===== src/design/wfps_pkg.sv =====
// Shared constants, types and tables for the wall-follow steering block.
package wfps_pkg;

  localparam int DefMaxSamples = 2048;
  localparam int DefCordicSteps = 16;

  localparam logic [15:0] DefaultRange = 16'd10000;
  localparam logic [16:0] Cos45Q16 = 17'd46341;
  localparam logic [15:0] InvGainQ16 = 16'd39797;
  localparam logic signed [19:0] NegHalfPiQ16 = -20'sd102944;

  localparam logic [2:0] RegSideIdx = 3'd0;
  localparam logic [2:0] RegDiagIdx = 3'd1;
  localparam logic [2:0] RegGainP = 3'd2;
  localparam logic [2:0] RegGainI = 3'd3;
  localparam logic [2:0] RegGainD = 3'd4;
  localparam logic [2:0] RegDesired = 3'd5;

  // One end-of-scan job handed from the sample front end to the math engine.
  typedef struct packed {
    logic [15:0] side_range;
    logic [15:0] diag_range;
  } scan_job_t;

  function automatic logic signed [19:0] atan_q16(input logic [4:0] i);
    logic signed [19:0] v;
    case (i)
      5'd0: v = 20'sd51472;
      5'd1: v = 20'sd30385;
      5'd2: v = 20'sd16055;
      5'd3: v = 20'sd8150;
      5'd4: v = 20'sd4091;
      5'd5: v = 20'sd2047;
      5'd6: v = 20'sd1024;
      5'd7: v = 20'sd512;
      5'd8: v = 20'sd256;
      5'd9: v = 20'sd128;
      5'd10: v = 20'sd64;
      5'd11: v = 20'sd32;
      5'd12: v = 20'sd16;
      5'd13: v = 20'sd8;
      5'd14: v = 20'sd4;
      5'd15: v = 20'sd2;
      5'd16: v = 20'sd1;
      default: v = 20'sd0;
    endcase
    return v;
  endfunction

endpackage


===== src/design/wfps_queue.sv =====
// Two-entry job queue between the front end and the math engine.
module wfps_queue import wfps_pkg::*; (
  input  logic      clk,
  input  logic      rst_n,
  input  logic      wr_valid,
  output logic      wr_ready,
  input  scan_job_t wr_data,
  output logic      rd_valid,
  input  logic      rd_ready,
  output scan_job_t rd_data
);
  scan_job_t mem_r [2];
  logic wp_r, rp_r;
  logic [1:0] cnt_r;
  logic wr, rd;

  assign wr_ready = cnt_r != 2'd2;
  assign rd_valid = cnt_r != 2'd0;
  assign wr = wr_valid && wr_ready;
  assign rd = rd_valid && rd_ready;
  assign rd_data = mem_r[rp_r];

  always_ff @(posedge clk) begin
    if (wr) mem_r[wp_r] <= wr_data;
  end

  always_ff @(posedge clk) begin
    if (!rst_n) begin
      wp_r <= 1'b0;
      rp_r <= 1'b0;
      cnt_r <= 2'd0;
    end else begin
      if (wr) wp_r <= !wp_r;
      if (rd) rp_r <= !rp_r;
      cnt_r <= cnt_r + {1'b0, wr} - {1'b0, rd};
    end
  end
endmodule


===== config.mk =====
export PLATFORM = sky130hd
export DESIGN_NAME = wfps_queue
export DESIGN_NICKNAME = d
export VERILOG_FILES = /design/src/design/wfps_pkg.sv /design/src/design/wfps_queue.sv
export SDC_FILE = /design/constraint.sdc
export NUM_CORES = 1
export LEC_CHECK = 0
export BUFFER_PORTS_ARGS = -buffer_cell sky130_fd_sc_hd__buf_4
export CAP_MARGIN = 20
export CORE_MARGIN = 2
export CORE_UTILIZATION = 45
export CTS_BUF_LIST = sky130_fd_sc_hd__clkbuf_2 sky130_fd_sc_hd__clkbuf_4 sky130_fd_sc_hd__clkbuf_8
export DETAILED_ROUTE_END_ITERATION = 7
export PLACE_DENSITY = 0.7
export SLEW_MARGIN = 5
export SYNTH_ARGS = -nofsm -noshare
export SYNTH_HDL_FRONTEND = slang
export SYNTH_SLANG_ARGS = --single-unit
export TNS_END_PERCENT = 20

===== constraint.sdc =====
create_clock -name clk -period 2.6 [get_ports clk]
set_input_delay 0.65 -clock clk [delete_from_list [all_inputs] [get_ports clk]]
set_output_delay 0.65 -clock clk [all_outputs]
set_load 0.02 [all_outputs]

# Word-level counts from Yosys, hierarchy flattened
# Memory sizes are Yosys's and may differ from the RTL's. A register that Yosys moved wholly into a read port is not among the register bits.
# Index checks and enable logic that the tools add are counted.
[word_totals]
ff_bits = 4
mem_bits_rw = 64
input_bits = 36
output_inout_bits = 34
wordCells = 16
mem_count = 1
[memory_table]
columns = ["name", "words", "word_bits", "read_ports", "rd_clocked_by_memory_dff", "write_ports", "line", "text"]
rows = [
  ["mem_r", 2, 32, 1, 1, 1, "wfps_queue.sv:12", "scan_job_t mem_r [2];"],
]
[classes]
add_sub_neg = 2
n_eq_ne = 1
muxes = 4
reduce_logical = 5
[op_table]
columns = ["cell", "n"]
rows = [
  ["$mux 1", 4],
  ["$add 2x1->2", 1],
  ["$logic_and 1x1->1", 2],
  ["$logic_not 1->1", 2],
  ["$ne 2x2->1 const B", 1],
  ["$reduce_bool 2->1", 1],
  ["$sub 2x1->2", 1],
]

# Longest topological paths before layout
# Gate-level depths: netlist of the first run.
[depth]
word_depth = 4
depth_mapped = 6
depth_no_buf = 6

# Worst setup path after synthesis of the first run
# Ideal clock, no wire load.
[synth_timing]
path_kind = "register to register"
startpoint = "reg cnt_r[0]"
endpoint = "mem mem_r[1][0] (netlist bit) (enable)"
setup_ns = 0.392
arrival_ns = 1.560
required_ns = 2.208
setup_slack_ns = 0.648
stages_incl_launch_ff = 3
path_buffers = 0
synth_period_minus_slack_ns = 1.952
path_cell_list = "dfxtp_1 > nand2b_1 > and3_1"
[synth_via]
elab_chain_cells = 4
[synth_rtl]
columns = ["element", "line", "text"]
rows = [
  ["from (decl)", "wfps_queue.sv:14", "logic [1:0] cnt_r;"],
  ["from (signal assigned)", "wfps_queue.sv:35", "cnt_r <= cnt_r + {1'b0, wr} - {1'b0, rd};"],
  ["$ne 2x2->1", "wfps_queue.sv:17", "assign wr_ready = cnt_r != 2'd2;"],
  ["net wr_ready", "wfps_queue.sv:6", "output logic wr_ready,"],
  ["$logic_and 1x1->1", "wfps_queue.sv:19", "assign wr = wr_valid && wr_ready;"],
  ["$mux 1", "wfps_queue.sv:24", "if (wr) mem_r[wp_r] <= wr_data;"],
  ["$mux 1 (not written as such)", "wfps_queue.sv:24", ""],
  ["to (decl)", "wfps_queue.sv:12", ""],
]
# The timed path passes the listed nets, and every way through them passes these cells.

==> results of run 1 <==
-- cell usage in the layout, fill, tap and decap left out, types with 2 or more instances in the layout --
master and count:
edfxtp_1 64, clkbuf_8 11, clkbuf_4 4, nor2_1 4, and3_1 2, dfxtp_1 5, inv_1 2, buf_4 71
mux2_2 2, mux2_1 30
-- power groups by stage --
stage / combinational [mW] / sequential, mW / clock (mW)
after detailed placement: 0.771 / 1.41 / 0
after global placement: 0.749 / 1.40 / 0
after floorplan: 0.454 / 1.40 / 0
after CTS: 0.776 / 1.39 / 0.812
final: 0.764 / 1.39 / 0.785
after global routing: 0.818 / 1.40 / 0.856
-- through the flow --
step	hold WS (ps)	area, sq um
6_report	508.7	3376
5_1_grt	486.3	3376
4_1_cts	490.3	3376
3_5_place_dp	501.7	3189
3_3_place_gp	485.5	3189
2_1_floorplan	472.5	2566
-- sequential cells by signal, indices dropped and copies added (netlist names), named ones only --
signal and cells:
wp_r 1, rp_r 1, mem_r 64, cnt_r 2
-- per-layer routing --
layer	wire length, microns	global-route usage, %
met1	1672	15.81
met4	186	10.86
met3	231	4.186
met2	2516	28.15
met5	0	0
-- worst min-delay path: stages, from the launching register on --
cell and delay (ps):
dfxtp_1 320, xor2_1 80, nor2_1 70
-- layout make-up --
class / count / area (sq um) / share of cell area, %
Timing Repair Buffer: 72 / 553.0 / 16.38
Inverter: 2 / 7.507 / 0.2224
Sequential cell: 69 / 2022 / 59.90
Clock buffer: 15 / 181.4 / 5.374
Clock inverter: 1 / 5.005 / 0.1483
Multi-Input combinational cell: 55 / 516.7 / 15.31
Tap cell: 72 / 90.09 / 2.669
-- how the worst max path moves through the flow --
stage,start,to,cells past startpoint
floorplan,cnt_r[0],mem_r[1][0],2
global placement,flip-flop,rd_data[23],3
detailed placement,rd_ready,cnt_r[1],7
CTS,flip-flop,rd_data[30],3
global route,flip-flop,rd_data[30],3
finish,flip-flop,rd_data[31],3
-- cell families (layout without fill, tap and decap cells) --
| kind of cell | Yosys count | after routing | synth area share (%) |
|---|---|---|---|
| flip-flops | 69 | 69 | 78.79 |
| AO/OA/AOI/OAI | 6 | 6 | 1.706 |
| adder cells (fa/ha/maj) | 1 | 1 | 0.4875 |
| AND/OR/NAND/NOR | 15 | 15 | 3.560 |
| buffers and inverters | 6 | 90 | 1.073 |
| XOR/XNOR | 1 | 1 | 0.3414 |
| multiplexers | 32 | 32 | 14.04 |
==> impl_results.md, run 1 <==
* Finished Layout Cells at 286
* # clock sinks at 69
* Synthesized instance count at 130
* TritonCTS clock tree: yes
* Relative slew slack at 69.22%
* Vias per cell at 4.899
* Status: finished clean
* GRT Residual Overflow at 0
* Syn Std Cell Area at 2566 sq um
* Final number of hold-violating endpoints at 0
* Layout Nets at 246
* Post-DP HPWL at 3192 microns
* Switching share of power at 27.35%
* Setup slack after layout at 369.6 ps
* Largest net degree at the start of global routing at 33
* Cell Int Power at 2.133 mW
* Root Buffer: clkbuf_8
* Antenna cells at 0
* Worst reg2reg setup slack at 920 ps
* Maxcap violations at 0
* Max Root-Sink Buffers at 2
* Mean Syn Cell Area at 19.74 sq um
* Initial Utilization at 46.60%
* Yosys reg bits at 69
* Post-synth top area cell: edfxtp_1
* Worst Hold End: rp_r
* Final setup vio count at 0
* Fmax at 448.4 MHz
* Worst Path Buf+Inv at 2
* Place WS at 628.1 ps
* Max stage delay on crit path at 410 ps
* Reg2reg path depth at 4
* Die Ht at 79.52 microns
* Worst Setup End Kind: primary output
* Top-count cell post-synth: edfxtp_1
* Port bufs at 69
* R2r startpoint: cnt_r[0]
* Register area share after synthesis at 78.79%
* Final core occ at 61.30%
* CP Launch Type: flip-flop
* Crit path max-delay cell type: mux2_2
* Peak fanout along the critical path at 32
* Tmin final at 2230 ps
* Power per cell area at 869.6 nW/um^2
* Share of the synthesized area in the top cell type at 74.89%
* Avg WL per Cell at 16.11 microns
* Core region area at 5507 sq um
* Post-CTS Hold Buffers at 0
* Initial antenna violation count at 0
* Post-CTS setup buffer count at 0
* Yosys warns at 0
* Final Slew Violations at 0
* Post-cts sizing count at 0
* NetSw at 0.8028 mW
* Worst-Margin Slew at 461.2 ps
* Combinational share of power at 26.0%
* DR pass1 iterations at 4
* List of most frequent post-synthesis cells: edfxtp_1, mux2_1, dfxtp_1
* Cell depth of the worst hold path at 2
* WL final at 4607 microns
* Seq pwr share at 47.2%
* Clock latency at the later pin of the worst-skew pair at 320 ps
* WS Path Type: reg -> out
* Number of synthesized flops with an enable pin at 64
* Synth Net Count at 167
* Path type of the worst min-delay path: reg -> reg
* VDD IR max at 0.4820 mV
* CP most frequent cell: buf_4
* Reg-to-reg endpoint: mem_r[0][1]
* First-pass GRT wire length at 7217 microns
* RePlAce Congestion at 0.7043
* Fin Setup TNS at 0 ps
* Total GRT Usage at 15.76%
* Filler instances at 427
* Clock power frac at 26.7%
* RSZ-0062 raised after global routing: false
* H-tree levels at 3
* WP data arrival at 1580 ps
* FP Rows at 27
* Pwr Total at 2.936 mW
* Via count at 1401
* Clock Pin Slew Worst Setup and Hold Paths at 60 ps
* Fraction of registers with async set/reset at 0%
* Main synth FF type: edfxtp_1
* Placed cells at 270
* Die W at 79.52 microns
* Inserted Clock Buffers at 9
* Ranking of synthesized cells by area: edfxtp_1, mux2_1, dfxtp_1, mux2_2, buf_2
* IO Pins at 70
* DIE AREA at 6323 sq um
* HP Start: rp_r
* CP cell instances: buf_4 > mux2_2 > buf_4
* Leakage power at 1.299 nW
* Area added between synthesis and finish at 31.55%
* Share of layout cells above drive strength 1 at 42.99%
* Iteration-0 DRC Markers at 34
* Setup Skew at 7.214 ps
* Count of cell types in the netlist at 25
* Vias in the first global route at 1540
* Worst EP required at 1950 ps
* Remaining antenna violation count at 0
* Delay-heaviest family, CP: buffers and inverters
* Period utilisation layout at 85.78%
* Drc violations at 0
Note: power is estimated with default switching activity, not from simulation.
==> run 2, diff against run 1 <==
- PLACE_DENSITY: 0.7 -> 0.78
==> run 2 against run 1 <==
Net effect: final area about the same; first-iteration DRC count increased to 3.1 times the previous value; setup slack got worse by 4.9 ps; non-clock buffer count unchanged; routed wire length decreased by 4.2%; flip-flop and latch count unchanged.
==> impl_results.md, run 2 (synthesis gave the netlist of run 1 again) <==
* Largest net degree at the start of global routing at 33 (unchanged)
* Relative slew slack at 70.62% (+1.4 points)
* Final number of hold-violating endpoints at 0 (unchanged)
* Worst reg2reg setup slack at 980 ps (+60 ps)
* H-tree levels at 3 (unchanged)
* Initial Utilization at 46.60% (unchanged)
* Placed cells at 270 (unchanged)
* Post-DP HPWL at 2876 microns (-9.9%)
* Post-CTS Hold Buffers at 0 (unchanged)
* Reg with most FFs: mem_r
* Remaining antenna violation count at 0 (unchanged)
* Worst-Margin Slew at 440.8 ps (-20.39 ps)
* WS Path Type: reg -> out
* Avg WL per Cell at 15.43 microns (-4.2%)
* Pwr Total at 2.984 mW (+1.7%)
* Met2 WL at 2323 microns (-7.7%)
* Commonest non-fill, non-tap cell in the layout: buf_4
* Max FFs per register at 64 (unchanged)
* Vias in the first global route at 1414 (-8.2%)
* Post-CTS setup buffer count at 0 (unchanged)
* WP data arrival at 1590 ps (about the same)
* Filler instances at 421 (-1.4%)
* Cell depth of the worst hold path at 1 (-1)
* Core region area at 5507 sq um (unchanged)
* Root Buffer: clkbuf_8
* TritonCTS clock tree: yes
* CP Launch Type: flip-flop
* Antenna cells at 0 (unchanged)
* Switching share of power at 27.20% (-0.15 points)
* Max stage delay on crit path at 390 ps (-20 ps)
* NetSw at 0.8116 mW (+1.1%)
* RePlAce Congestion at 0.7242 (+2.8%)
* Routed wl met3 at 162 microns (-30%)
* Setup Skew at 6.209 ps (-1.005 ps)
* Met1 WL at 1839 microns (+10%)
* Peak fanout along the critical path at 32 (unchanged)
* Clock latency at the later pin of the worst-skew pair at 330 ps (about the same)
* WHS at 503.5 ps (-5.186 ps)
* Seq pwr share at 46.4% (-0.8 points)
* HP Start: wr_data[17]
* Vias per cell at 4.892 (-0.14%)
* FP Rows at 27 (unchanged)
* Worst Hold End: mem_r[1][17]
* Status: finished clean
* CP cell instances: buf_4 > mux2_1 > buf_4
* R2r startpoint: cnt_r[1]
* Period utilisation layout at 85.97% (+0.19 points)
* Area added between synthesis and finish at 31.59% (about the same)
* # clock sinks at 69 (unchanged)
* Reg2reg path depth at 6 (+2)
* Iteration-0 DRC Markers at 104 (+210%)
* Worst Setup End Kind: primary output
* Place WS at 676.4 ps (+48.30 ps)
* Initial antenna violation count at 0 (unchanged)
* RSZ-0062 raised after global routing: false
* Finished Layout Cells at 286 (unchanged)
* Fin Setup TNS at 0 ps (unchanged)
* Commonest non-fill, non-tap cells in the layout: buf_4, edfxtp_1, mux2_1
* Top routing layer in use: met4
* IO Pins at 70 (unchanged)
* Path type of the worst min-delay path: in -> reg
* GRT Residual Overflow at 0 (unchanged)
* Max Root-Sink Buffers at 2 (unchanged)
* Clock power frac at 28.5% (+1.8 points)
* Final setup vio count at 0 (unchanged)
* Drc violations at 0 (unchanged)
* WL final at 4412 microns (-4.2%)
* Die Ht at 79.52 microns (unchanged)
* VDD IR max at 0.5100 mV (+5.8%)
* Layout Nets at 246 (unchanged)
* Final Slew Violations at 0 (unchanged)
* Combinational share of power at 25.1% (-0.9 points)
* CP most frequent cell: buf_4
* DR pass1 iterations at 4 (unchanged)
* Setup slack after layout at 364.7 ps (-4.939 ps)
* Tmin final at 2235 ps (+4.939 ps)
* Inserted Clock Buffers at 9 (unchanged)
* Die W at 79.52 microns (unchanged)
* Fmax at 447.4 MHz (-0.22%)
* Via count at 1399 (-0.14%)
* First-pass GRT wire length at 6900 microns (-4.4%)
* Reg-to-reg endpoint: cnt_r[1]
* Total GRT Usage at 15.01% (-0.75 points)
* Cell Int Power at 2.172 mW (+1.9%)
* DIE AREA at 6323 sq um (unchanged)
* Worst EP required at 1950 ps (about the same)
* Top flop regs: mem_r: 64 flops, cnt_r: 2 flops
* Clock Pin Slew Worst Setup and Hold Paths at 70 ps (about the same)
* Maxcap violations at 0 (unchanged)
* Port bufs at 69 (unchanged)
* Power per cell area at 883.6 nW/um^2 (+1.6%)
* Share of layout cells above drive strength 1 at 42.99% (unchanged)
* Leakage power at 1.297 nW (-0.17%)
* Crit path max-delay cell type: buf_4
* Post-cts sizing count at 0 (unchanged)
[run 2: cell types whose count changed in the layout (fill, tap and decap cells not counted), sizes merged]
cell / change
clkinvlp: +1
bufinv: +1
clkinv: +1
clkbuf: -3
[run 2: worst max path at each step]
stage / cells past startpoint / slack (ps) / to / startpoint
after floorplan: 2 / 650 / mem_r[1][0] / cnt_r[0]
after global placement: 3 / 700 / rd_data[18] / flip-flop
after detailed placement: 7 / 680 / cnt_r[1] / rd_ready
after CTS: 3 / 310 / rd_data[15] / flip-flop
after global routing: 3 / 270 / rd_data[16] / flip-flop
final: 3 / 360 / rd_data[15] / flip-flop
[run 2: per-layer routing]
metal	global-route usage [%]	up-vias
li1	-	663
met5	0	-
met4	7.759	0
met3	4.072	7
met1	18.22	691
met2	24.54	38
[run 2: power groups by stage]
stage | Sequential [mW] | Clock (mW) | Combinational, mW
after floorplan | 1.40 | 0 | 0.454
after global placement | 1.40 | 0 | 0.747
after detailed placement | 1.41 | 0 | 0.759
after CTS | 1.39 | 0.875 | 0.763
after global routing | 1.40 | 0.922 | 0.806
final | 1.39 | 0.849 | 0.749
[run 2: stage by stage]
stage	cell area (sq um)	utilization, %
2_1_floorplan	2566	-
3_3_place_gp	3177	57.69
3_5_place_dp	3177	57.69
4_1_cts	3377	61.33
5_1_grt	3377	61.33
6_report	3377	61.33
[run 2: area by class of cell]
class                      instances  area (sq um)  share of cell area [%]
sequential                        69          2022                   59.87
timing repair buffer              72         540.5                   16.01
multi-input combinational         55         516.7                   15.30
clock buffer                      12         152.6                   4.520
tap                               72         90.09                   2.668
clock inverter                     4         47.55                   1.408
inverter                           2         7.507                  0.2223
[run 2: critical path, delay by kind of cell, from the launching register on]
kind | cells | cell delay, ps
buffers and inverters | 2 | 560
DFF | 1 | 310
muxes | 1 | 390
