**config.mk**
```make
export PLATFORM = sky130hd
export DESIGN_NAME = wfps_front
export DESIGN_NICKNAME = d
export VERILOG_FILES = /design/src/design/wfps_pkg.sv /design/src/design/wfps_front.sv
export SDC_FILE = /design/constraint.sdc
export NUM_CORES = 1
export LEC_CHECK = 0
export ABC_AREA = 1
export BUFFER_PORTS_ARGS = -buffer_cell sky130_fd_sc_hd__buf_4
export CAP_MARGIN = 20
export CORE_AREA = 2 2 79 81
export CTS_CLUSTER_SIZE = 30
export DETAILED_ROUTE_END_ITERATION = 6
export DIE_AREA = 0 0 81 83
export HOLD_SLACK_MARGIN = 0.08
export PLACE_DENSITY = 0.89
export SKIP_LAST_GASP = 1
export SLEW_MARGIN = 20
export SYNTH_ARGS = -nofsm -noshare
export SYNTH_HDL_FRONTEND = slang
export SYNTH_SLANG_ARGS = --single-unit
```
**constraint.sdc**
```tcl
create_clock -name clk -period 1.9 [get_ports clk]
set_input_delay 0.285 -clock clk [delete_from_list [all_inputs] [get_ports clk]]
set_output_delay 0.285 -clock clk [all_outputs]
set_load 0.01 [all_outputs]
```
**src/design/wfps_pkg.sv**
```systemverilog
// Shared constants, types and tables for the wall-follow steering block.
package wfps_pkg;

  localparam int DefMaxSamples = 2048;
  localparam int DefCordicSteps = 16;

  localparam logic [15:0] DefaultRange = 16'd10000;
  localparam logic [16:0] Cos45Q16 = 17'd46341;
  localparam logic [15:0] InvGainQ16 = 16'd39797;
  localparam logic signed [19:0] NegHalfPiQ16 = -20'sd102944;

  localparam logic [2:0] RegSideIdx = 3'd0;
  localparam logic [2:0] RegDiagIdx = 3'd1;
  localparam logic [2:0] RegGainP = 3'd2;
  localparam logic [2:0] RegGainI = 3'd3;
  localparam logic [2:0] RegGainD = 3'd4;
  localparam logic [2:0] RegDesired = 3'd5;

  // One end-of-scan job handed from the sample front end to the math engine.
  typedef struct packed {
    logic [15:0] side_range;
    logic [15:0] diag_range;
  } scan_job_t;

  function automatic logic signed [19:0] atan_q16(input logic [4:0] i);
    logic signed [19:0] v;
    case (i)
      5'd0: v = 20'sd51472;
      5'd1: v = 20'sd30385;
      5'd2: v = 20'sd16055;
      5'd3: v = 20'sd8150;
      5'd4: v = 20'sd4091;
      5'd5: v = 20'sd2047;
      5'd6: v = 20'sd1024;
      5'd7: v = 20'sd512;
      5'd8: v = 20'sd256;
      5'd9: v = 20'sd128;
      5'd10: v = 20'sd64;
      5'd11: v = 20'sd32;
      5'd12: v = 20'sd16;
      5'd13: v = 20'sd8;
      5'd14: v = 20'sd4;
      5'd15: v = 20'sd2;
      5'd16: v = 20'sd1;
      default: v = 20'sd0;
    endcase
    return v;
  endfunction

endpackage

```
**src/design/wfps_front.sv**
```systemverilog
// Sample counter and side/diagonal beam capture; emits one job per scan.
module wfps_front import wfps_pkg::*; #(
  parameter int MAX_SAMPLES = DefMaxSamples
) (
  input  logic              clk,
  input  logic              rst_n,
  input  logic              in_valid,
  output logic              in_ready,
  input  logic [15:0]       in_range_mm,
  input  logic              in_range_valid,
  input  logic              in_last_sample,
  input  logic [10:0]       side_idx,
  input  logic [10:0]       diag_idx,
  output logic              job_valid,
  input  logic              job_ready,
  output scan_job_t         job
);
  localparam int CW = $clog2(MAX_SAMPLES + 1);

  logic [CW-1:0] count_r, count_nxt;
  logic [15:0] side_r, side_nxt, diag_r, diag_nxt;
  logic [15:0] sample;
  logic        acc;

  // Stall only the last sample of a scan while the queue is full.
  assign in_ready = !in_last_sample || job_ready;
  assign acc = in_valid && in_ready;
  assign sample = in_range_valid ? in_range_mm : DefaultRange;

  always_comb begin
    count_nxt = count_r;
    side_nxt = side_r;
    diag_nxt = diag_r;
    if (count_r < CW'(MAX_SAMPLES)) begin
      if ({{(CW > 11 ? CW - 11 : 0){1'b0}}, side_idx} == (CW > 11 ? CW : 11)'(count_r))
        side_nxt = sample;
      if ({{(CW > 11 ? CW - 11 : 0){1'b0}}, diag_idx} == (CW > 11 ? CW : 11)'(count_r))
        diag_nxt = sample;
      count_nxt = count_r + CW'(1);
    end
  end

  assign job_valid = acc && in_last_sample;
  assign job.side_range = side_nxt;
  assign job.diag_range = diag_nxt;

  always_ff @(posedge clk) begin
    if (!rst_n) begin
      count_r <= '0;
      side_r <= DefaultRange;
      diag_r <= DefaultRange;
    end else if (acc) begin
      if (in_last_sample) begin
        count_r <= '0;
        side_r <= DefaultRange;
        diag_r <= DefaultRange;
      end else begin
        count_r <= count_nxt;
        side_r <= side_nxt;
        diag_r <= diag_nxt;
      end
    end
  end
endmodule

```
* Word-level counts from Yosys, hierarchy flattened *
Index checks and enable logic that the tools add are counted.

cells by class
  order comparisons = 1
  equal/unequal tests = 2
  mux-type cells = 9
  $add $sub $neg = 1
  reduce and logical (&&, ||, !) cells = 6

operators with widths
  cell                                                              number
  16-bit two-way mux                                                7
  11-bit by 12-bit == test with 1-bit output                        2
  12-bit two-way mux                                                2
  12-bit by 1-bit adder with 12-bit output (second input constant)  1
  12-bit < comparator (second input constant)                       1
  1-bit logical AND                                                 2
  2-bit AND reduction                                               1
  2-bit nonzero test                                                1
  1-bit zero test                                                   1
  1-bit logical OR                                                  1

word-level totals
  input port bits = 44
  output and inout port bits = 34
  register bits after elaboration = 44
  logic and storage cells = 22

* Logic depth before layout (Yosys ltp) *
Gate-level depths: netlist of the first run.

  word-level depth = 4
  gate-level depth with buffers = 11
  depth with buffers taken out = 10

* Worst setup path after synthesis of the first run *
OpenSTA, ideal clock, no wires.

  path type = reg-to-output
  start point = reg count_r[9]
  end point = out job[16] (netlist bit)
  stages on the path, launching flop included = 9
  path buffers = 1
  arrival time = 1297 ps
  data required time = 1615 ps
  setup slack = 318 ps
  cells stage by stage = dfxtp_1 > inv_1 > nand2_1 > nand2_1 > nand3_1 > nor2_1 > clkbuf_1 > nand3_1 > and2_1

RTL lines
  element                 line              text
  start, declared         wfps_front.sv:20  logic [CW-1:0] count_r, count_nxt;
  start signal, assigned  wfps_front.sv:58  count_r <= count_nxt;
  end, declared           wfps_front.sv:16  output scan_job_t job

==> results.cfg, run 1 <==
[outcome]
outcome = finished with violations
violations = negative setup slack

[clock_tree]
cts_made_buffers = 5
htreeDepth = 2
root_buffer = clkbuf_8
clkLatencyLatePin_ps = 310
clockBufferDepth = 2
cts.reportedPaths.clkPinSlew_ps = 90
tritoncts = built
cts.sinks = 44

[worst_setup_path]
path_buf_inv = 3
crit_chain = buf_6 -> nand2_1 -> nand2_1 -> nand2_1 -> nor2_2 -> nand3_4 -> buf_12 -> nand2_2 -> and2_4 -> buf_4
path_delay_family = simple AND/OR/NAND/NOR gates
path_common_cell = nand2_1
worstSetupStartpointType = register
critical_path.max_fanout = 26
slowest_delay_ps = 390
worstPathRequired_ps = 1620
cp.arrival_ps = 1920
criticalPathCategory = reg2out
critPathSlowestCell = dfxtp_4
crit_path_end_kind = primary output

[timing]
fin_ws_ps = -301
worstMarginPinSlew_ps = 434
finalCriticalPeriod_ps = 2200
slew_headroom_pct = 70.8
finClkSkew_ps = 10.3
fmaxAchievable_mhz = 454
grt_setup_unrepaired = yes
finalSetupViolCount = 32
fin_crit_sh_pct = 116
hold_viol_final = 0
slew_violations = 0

[placement]
post_dp_cell_area_um2 = 3780
port_buffers = 77
place_hpwl_um = 6730
gp_congestion = 0.942

[drt]
wl_per_cell_um = 17.1
first_iter_violations = 501
firstDrtPassIters = 7
vias = 4049
route.detailed.drc = 0
antenna_left = 0
viasPerCell = 5.87
wl_um = 11800

[grt]
grt_max_degree = 31
gr-usage-all-layers_pct = 32.0
grt_pass1_vias = 3790
antenna_found_initial = 0
overflow = 0
grt_pass1_wl_um = 17000

[die]
start_util_pct = 53.0
die_h_um = 83
die_w_um = 81
fp.coreArea_um2 = 5820
dieArea_um2 = 6720
fp-row-count = 28
num_io_pins = 78

[finish]
final_common_cell = nand2_1
finalInstanceArea_um2 = 4490
layout-drive-gt1-share_pct = 36.1
n_antenna_cell = 0
area_delta_synth_final_pct = 45.6
final_cell_mix = nand2_1 (127), buf_4 (90), inv_1 (71)
final_nets = 659

[pwr]
vdd_ir_drop_max_mv = 0.541
p_per_area_nw_per_um2 = 481
p_leak_nw = 2.12
totalPowerFinal_mw = 2.16

[synth]
postSynthNetCount = 561
syn_avg_cell_area_um2 = 5.97
yosysSeqAreaShare_pct = 28.6
ys_types = 26
yosysWarningCount = 0
synth_cells = 516
syn-cell-area_um2 = 3080
synth_seq_cells = 44

[min_path]
holdCritPathClass = in2reg

[run]
max_cap_viol_count = 0
[cells by family (layout without fill, tap and decap cells)]
| kind of cell | count (synthesis) | in the layout | share of synthesized area [%] |
|---|---|---|---|
| XOR/XNOR | 7 | 7 | 2.23 |
| buffers and inverters | 102 | 201 | 14.0 |
| flip-flops | 44 | 44 | 28.6 |
| AO/OA/AOI/OAI | 81 | 81 | 14.3 |
| adder cells (fa/ha/maj) | 1 | 1 | 0.406 |
| AND/OR/NAND/NOR | 281 | 281 | 40.5 |
[synth_stat cells]
cell,count,area [um^2]
nor4_1,1,6.26
nand3_2,1,10.0
inv_1,76,285
dfxtp_1,44,881
buf_4,1,7.51
buf_6,5,56.3
nor2_1,33,124
nand3_1,56,280
nand3b_1,1,7.51
o21a_1,10,75.1
o21ai_2,1,8.76
a21oi_1,41,205
buf_2,6,30.0
xnor2_2,1,16.3
nor3_1,2,10.0
o211a_1,1,10.0
ha_1,1,12.5
nor2_2,2,12.5
inv_2,5,18.8
o21ai_0,28,140
clkbuf_1,9,33.8
nand3_4,1,17.5
and2_1,23,144
nand2_2,13,81.3
nand2_1,148,556
xnor2_1,6,52.6
[metal layers]
layer / vias up / global-route usage, % / share of wire [%]
met2: 351 / 52.0 / 47
met3: 110 / 7.83 / 11
met5: - / 0 / 0
met1: 1776 / 37.3 / 35
li1: 1812 / - / -
met4: 0 / 19.1 / 7.3
[worst register-to-register path, delay by kind of cell (launching register included)]
family | cells | cell delay (ps)
AOI/OAI and AO/OA | 2 | 280
buffers and inverters | 2 | 280
DFF | 1 | 390
and+or+nand+nor | 6 | 650
[registers in the layout (all words and copies together) (netlist names)]
| signal | flops |
|---|---|
| count_r | 12 |
| diag_r | 16 |
| side_r | 16 |
[final timing paths]
check / endpoint / slack (ps) / startpoint / cells past startpoint
worst min register to register: diag_r[6] / 470 / diag_r[6] / 2
worst min-delay path: count_r[1] / 280 / in_last_sample / 3
worst max register to register: side_r[10] / 210 / count_r[4] / 10
worst max-delay path: job[30] / -300 / count_r[4] / 10
[through the flow]
| stage | instances | hold WS [ps] | setup TNS [ps] | utilization, % | setup slack (ps) |
|---|---|---|---|---|---|
| 4_1_cts | 689 | 284 | -5620 | 74.1 | -217 |
| 3_5_place_dp | 664 | 457 | -38.2 | 65.0 | -15.7 |
| 5_1_grt | 690 | 302 | -9160 | 77.2 | -337 |
| 6_report | 690 | 283 | -7450 | 77.2 | -301 |
| 3_3_place_gp | 664 | 448 | 0 | 65.0 | 24.0 |
| 2_1_floorplan | 516 | 439 | 0 | - | 318 |
[repair_timing]
action,CTS,global route
hold buffers,0,0
pin swaps,17,12
setup endpoints to repair,32,32
gates resized for setup,78,54
buffers inserted,13,2
cloned,4,0
[final cells by class]
class,count,area (um^2)
well taps,75,93.8
multi-input cells,370,2080
fillers,377,1330
inverters,81,312
clock buffers,7,96.3
repair buffers,112,961
clock inverters,1,30.0
flip-flops and latches,44,912
[report_power, final]
group	leakage, nW	internal, mW	switching (mW)
clock network	0.0645	0.464	0.342
registers	0.364	0.929	0.0130
logic	1.70	0.169	0.241
total	2.12	1.56	0.596
Power figures use the tool's default switching activity.
==> run 2: changes to the inputs <==
Clock period 1.9 ns to 2.2 ns, I/O delays scaled along.
==> run 2 against run 1 <==
The run still ends with negative setup slack left. Clock skew shrank 3.3 ps. Sequential power shrank 14%. Register-to-register slack better by 150 ps. Global-route usage is 5.0 points lower. Via count fell by 6.9%. Count of clock-buffer cells in the layout down 2. Non-clock buffer count down 17. Setup slack improved by 270 ps. Largest power group unchanged. Highest routed layer unchanged.
==> results.cfg, run 2 (same netlist as run 1, synthesis figures left out) <==
[timing]
slew_headroom_pct = 45.3
finClkSkew_ps = 7.00
fin_crit_sh_pct = 101
fin_ws_ps = -31.0
fmaxAchievable_mhz = 448
finalCriticalPeriod_ps = 2230
slew_violations = 0
tns_ps = -138
grt_setup_unrepaired = yes
worstMarginPinSlew_ps = 820
hold_slack_ps = 334
hold_viol_final = 0
finalSetupViolCount = 9

[clock_tree]
htreeDepth = 2
tritoncts = built
root_buffer = clkbuf_8
cts.sinks = 44
clkLatencyLatePin_ps = 300
cts_made_buffers = 5
clockBufferDepth = 2
cts.reportedPaths.clkPinSlew_ps = 80
ctsHoldBuffers = 0

[drt]
wl_um = 10300
firstDrtPassIters = 5
vias = 3769
wl_per_cell_um = 15.3
route.detailed.drc = 0
antenna_left = 0
first_iter_violations = 350
viasPerCell = 5.61

[die]
start_util_pct = 53.0
dieArea_um2 = 6720
die_h_um = 83
fp-row-count = 28
num_io_pins = 78
fp.coreArea_um2 = 5820
die_w_um = 81

[worst_setup_path]
cp.arrival_ps = 1900
crit_path_end_kind = primary output
r2r-end = side_r[4]
timing.rr.start = count_r[1]
worstSetupStartpointType = register
reg2reg_depth = 8
critical_path.max_fanout = 7
worstPathRequired_ps = 1870
criticalPathCategory = reg2out
r2r_slack_ps = 360

[min_path]
holdCritPathClass = in2reg
worstHoldStart = in_last_sample
hold_depth = 3
min_to = count_r[1]

[outcome]
violations = negative setup slack
outcome = finished with violations

[finish]
final_nets = 644
nFillCells = 440
regArea_um2 = 912
n_antenna_cell = 0
multi_input_area_um2 = 2030
finalInstanceArea_um2 = 4200
instances_no_fill = 672
final_common_cell = nand2_1
reg_top3 = diag_r x16, side_r x16, count_r x12
area_delta_synth_final_pct = 36.1
final_cell_mix = nand2_1 (136), buf_4 (80), inv_1 (70)
post-route-util_pct = 72.1
layout-drive-gt1-share_pct = 31.0

[placement]
post-place-cells = 655
post_dp_cell_area_um2 = 3690
dp_worst_setup_slack_ps = 151
port_buffers = 77
gp_congestion = 0.963
place_hpwl_um = 6290

[pwr]
vdd_ir_drop_max_mv = 0.348
p_leak_nw = 2.01
totalPowerFinal_mw = 1.62
p_per_area_nw_per_um2 = 385

[grt]
grt_pass1_wl_um = 14600
gr-usage-all-layers_pct = 26.9
grt_pass1_vias = 3265
antenna_found_initial = 0
overflow = 0
grt_max_degree = 45

[run]
max_cap_viol_count = 0
-- run 2: power breakdown --
part           internal [mW]  switching, mW
combinational          0.144          0.195
sequential             0.803         0.0111
clock                  0.205          0.259
-- run 2: layout make-up --
type                       instances  area share [%]
clock buffer                       5            1.64
timing repair buffer              95            18.5
inverter                          81            7.49
sequential                        44            21.7
multi-input combinational        372            48.4
tap                               75            2.24
-- run 2: how the worst max path moves through the flow --
stage,from,end
floorplan,count_r[9],job[16]
global placement,count_r[9],job[20]
detailed placement,count_r[9],job[26]
CTS,count_r[9],job[5]
global route,count_r[1],job[29]
finish,count_r[1],job[26]
-- run 2: routing by layer --
| metal | vias to the layer above | GRT usage (%) | share of wire [%] |
|---|---|---|---|
| met4 | 0 | 12.2 | 5.2 |
| met2 | 255 | 42.9 | 48 |
| met3 | 61 | 5.98 | 10 |
| li1 | 1776 | - | - |
| met1 | 1677 | 34.3 | 37 |
| met5 | - | 0 | 0 |
-- run 2: repair_timing --
| item | CTS | global route |
|---|---|---|
| pin swaps | 1 | 20 |
| endpoints found under the setup margin | 28 | 32 |
| cloned | 2 | 2 |
| buffers inserted | 1 | 7 |
| resized for setup | 11 | 92 |
-- run 2: critical path, cell delays in order (launching register included) --
cell     delay (ps)
dfxtp_4         380
nand2_1         120
and2_4          160
nand2_2          70
nor2_4          260
nand3_4         220
nand2_2         140
o21a_1          140
buf_6           100
==> run 3: changes to the inputs <==
Settings changed: CORE_AREA 2 2 79 81 to 2 2 80 82, DIE_AREA 0 0 81 83 to 0 0 82 84, PLACE_DENSITY 0.89 to 0.88.
==> run 3 against run 2 <==
The flow still finishes with violations (negative setup slack). Global-route usage is 0.59 points lower. Register-to-register slack better by 150 ps. Cell count is 1.5% higher. Clock power is 45% higher. Critical path depth is 1 higher.
==> results.cfg, run 3 (same netlist as run 1, synthesis figures left out) <==
[timing]
worstMarginPinSlew_ps = 761
finalSetupViolCount = 8
grt_setup_unrepaired = yes
slew_violations = 0
fmaxAchievable_mhz = 446
finalCriticalPeriod_ps = 2240
slew_headroom_pct = 49.2
hold_viol_final = 0
fin_crit_sh_pct = 102
fin_ws_ps = -43.4
finClkSkew_ps = 4.80

[clock_tree]
cts_made_buffers = 5
ctsHoldBuffers = 0
tritoncts = built
cts.sinks = 44
clockBufferDepth = 2
htreeDepth = 2
clkLatencyLatePin_ps = 310
root_buffer = clkbuf_8
cts.reportedPaths.clkPinSlew_ps = 90

[drt]
viasPerCell = 5.46
wl_per_cell_um = 15.0
vias = 3722
antenna_left = 0
firstDrtPassIters = 5
first_iter_violations = 293
route.detailed.drc = 0
wl_um = 10200

[finish]
instances_no_fill = 682
reg_top3 = diag_r x16, side_r x16, count_r x12
final_common_cell = nand2_1
layout-drive-gt1-share_pct = 30.2
final_cell_mix = nand2_1 (138), buf_4 (87), inv_1 (72)
n_antenna_cell = 0
area_delta_synth_final_pct = 38.4
final_nets = 649

[die]
start_util_pct = 50.6
fp-row-count = 29
fp.coreArea_um2 = 6100
die_w_um = 82
num_io_pins = 78
dieArea_um2 = 6890
die_h_um = 84

[placement]
place_hpwl_um = 6280
port_buffers = 77
post-place-cells = 658
gp_congestion = 0.888

[grt]
gr-usage-all-layers_pct = 26.3
overflow = 0
grt_max_degree = 27
antenna_found_initial = 0
grt_pass1_vias = 3252
grt_pass1_wl_um = 14300

[min_path]
holdCritPathClass = in2reg

[outcome]
violations = negative setup slack
outcome = finished with violations

[pwr]
totalPowerFinal_mw = 1.83
vdd_ir_drop_max_mv = 0.308
p_leak_nw = 2.05
p_per_area_nw_per_um2 = 428

[worst_setup_path]
criticalPathCategory = reg2out
worstSetupStartpointType = register
crit_path_end_kind = primary output
cp.arrival_ps = 1910
worstPathRequired_ps = 1870
critical_path.max_fanout = 6

[run]
max_cap_viol_count = 0
run 3: routing by layer:
metal / vias up / GRT usage [%] / wire [um]
li1: 1787 / - / -
met1: 1683 / 33.1 / 4010
met2: 211 / 41.7 / 4970
met3: 41 / 5.74 / 823
met4: 0 / 12.9 / 423
met5: - / 2.50 / 0
run 3: critical path, stage by stage, from the launching register on:
cell,delay [ps]
dfxtp_4,410
nor2_1,70
nor2_1,130
nand2_1,120
nor2_4,170
nand3_4,150
clkbuf_16,200
nand2_1,70
and2_1,160
buf_4,130
run 3: cell type report:
cell class	count	area, um^2
Clock buffer	6	82.6
Clock inverter	2	38.8
Fill cell	497	1830
Inverter	81	304
Multi-Input combinational cell	373	1980
Sequential cell	44	916
Tap cell	77	96.3
Timing Repair Buffer	99	851
run 3: final timing paths:
check | slack [ps] | end | startpoint | cells after the start
worst max register to register | 510 | side_r[4] | count_r[1] | 9
worst min-delay path | 360 | count_r[1] | in_last_sample | 3
worst max-delay path | -40 | job[12] | count_r[0] | 9
worst min register to register | 470 | diag_r[14] | diag_r[14] | 2
run 3: through the flow:
| stage | setup TNS [ps] | setup slack (ps) | hold WS [ps] | cell area, um^2 | utilization, % |
|---|---|---|---|---|---|
| after floorplan | 0 | 573 | 439 | 3080 | - |
| after global placement | 0 | 168 | 448 | 3700 | 60.6 |
| after detailed placement | 0 | 128 | 456 | 3700 | 60.6 |
| after CTS | 0 | 3.93 | 333 | 3870 | 63.4 |
| after global routing | -2520 | -128 | 364 | 4270 | 70.0 |
| final | -102 | -43.4 | 363 | 4270 | 70.0 |
run 3: what timing repair did:
| action | in CTS | in global routing |
|---|---|---|
| buffers inserted | 0 | 9 |
| pin swaps | 1 | 19 |
| gates cloned | 1 | 6 |
| endpoints found under the setup margin | 32 | 32 |
| resized for setup | 14 | 66 |
run 3: power breakdown:
part	internal [mW]	switching (mW)	leakage [nW]
logic	0.151	0.193	1.62
clock network	0.372	0.300	0.0614
registers	0.800	0.0103	0.364
total	1.32	0.504	2.05
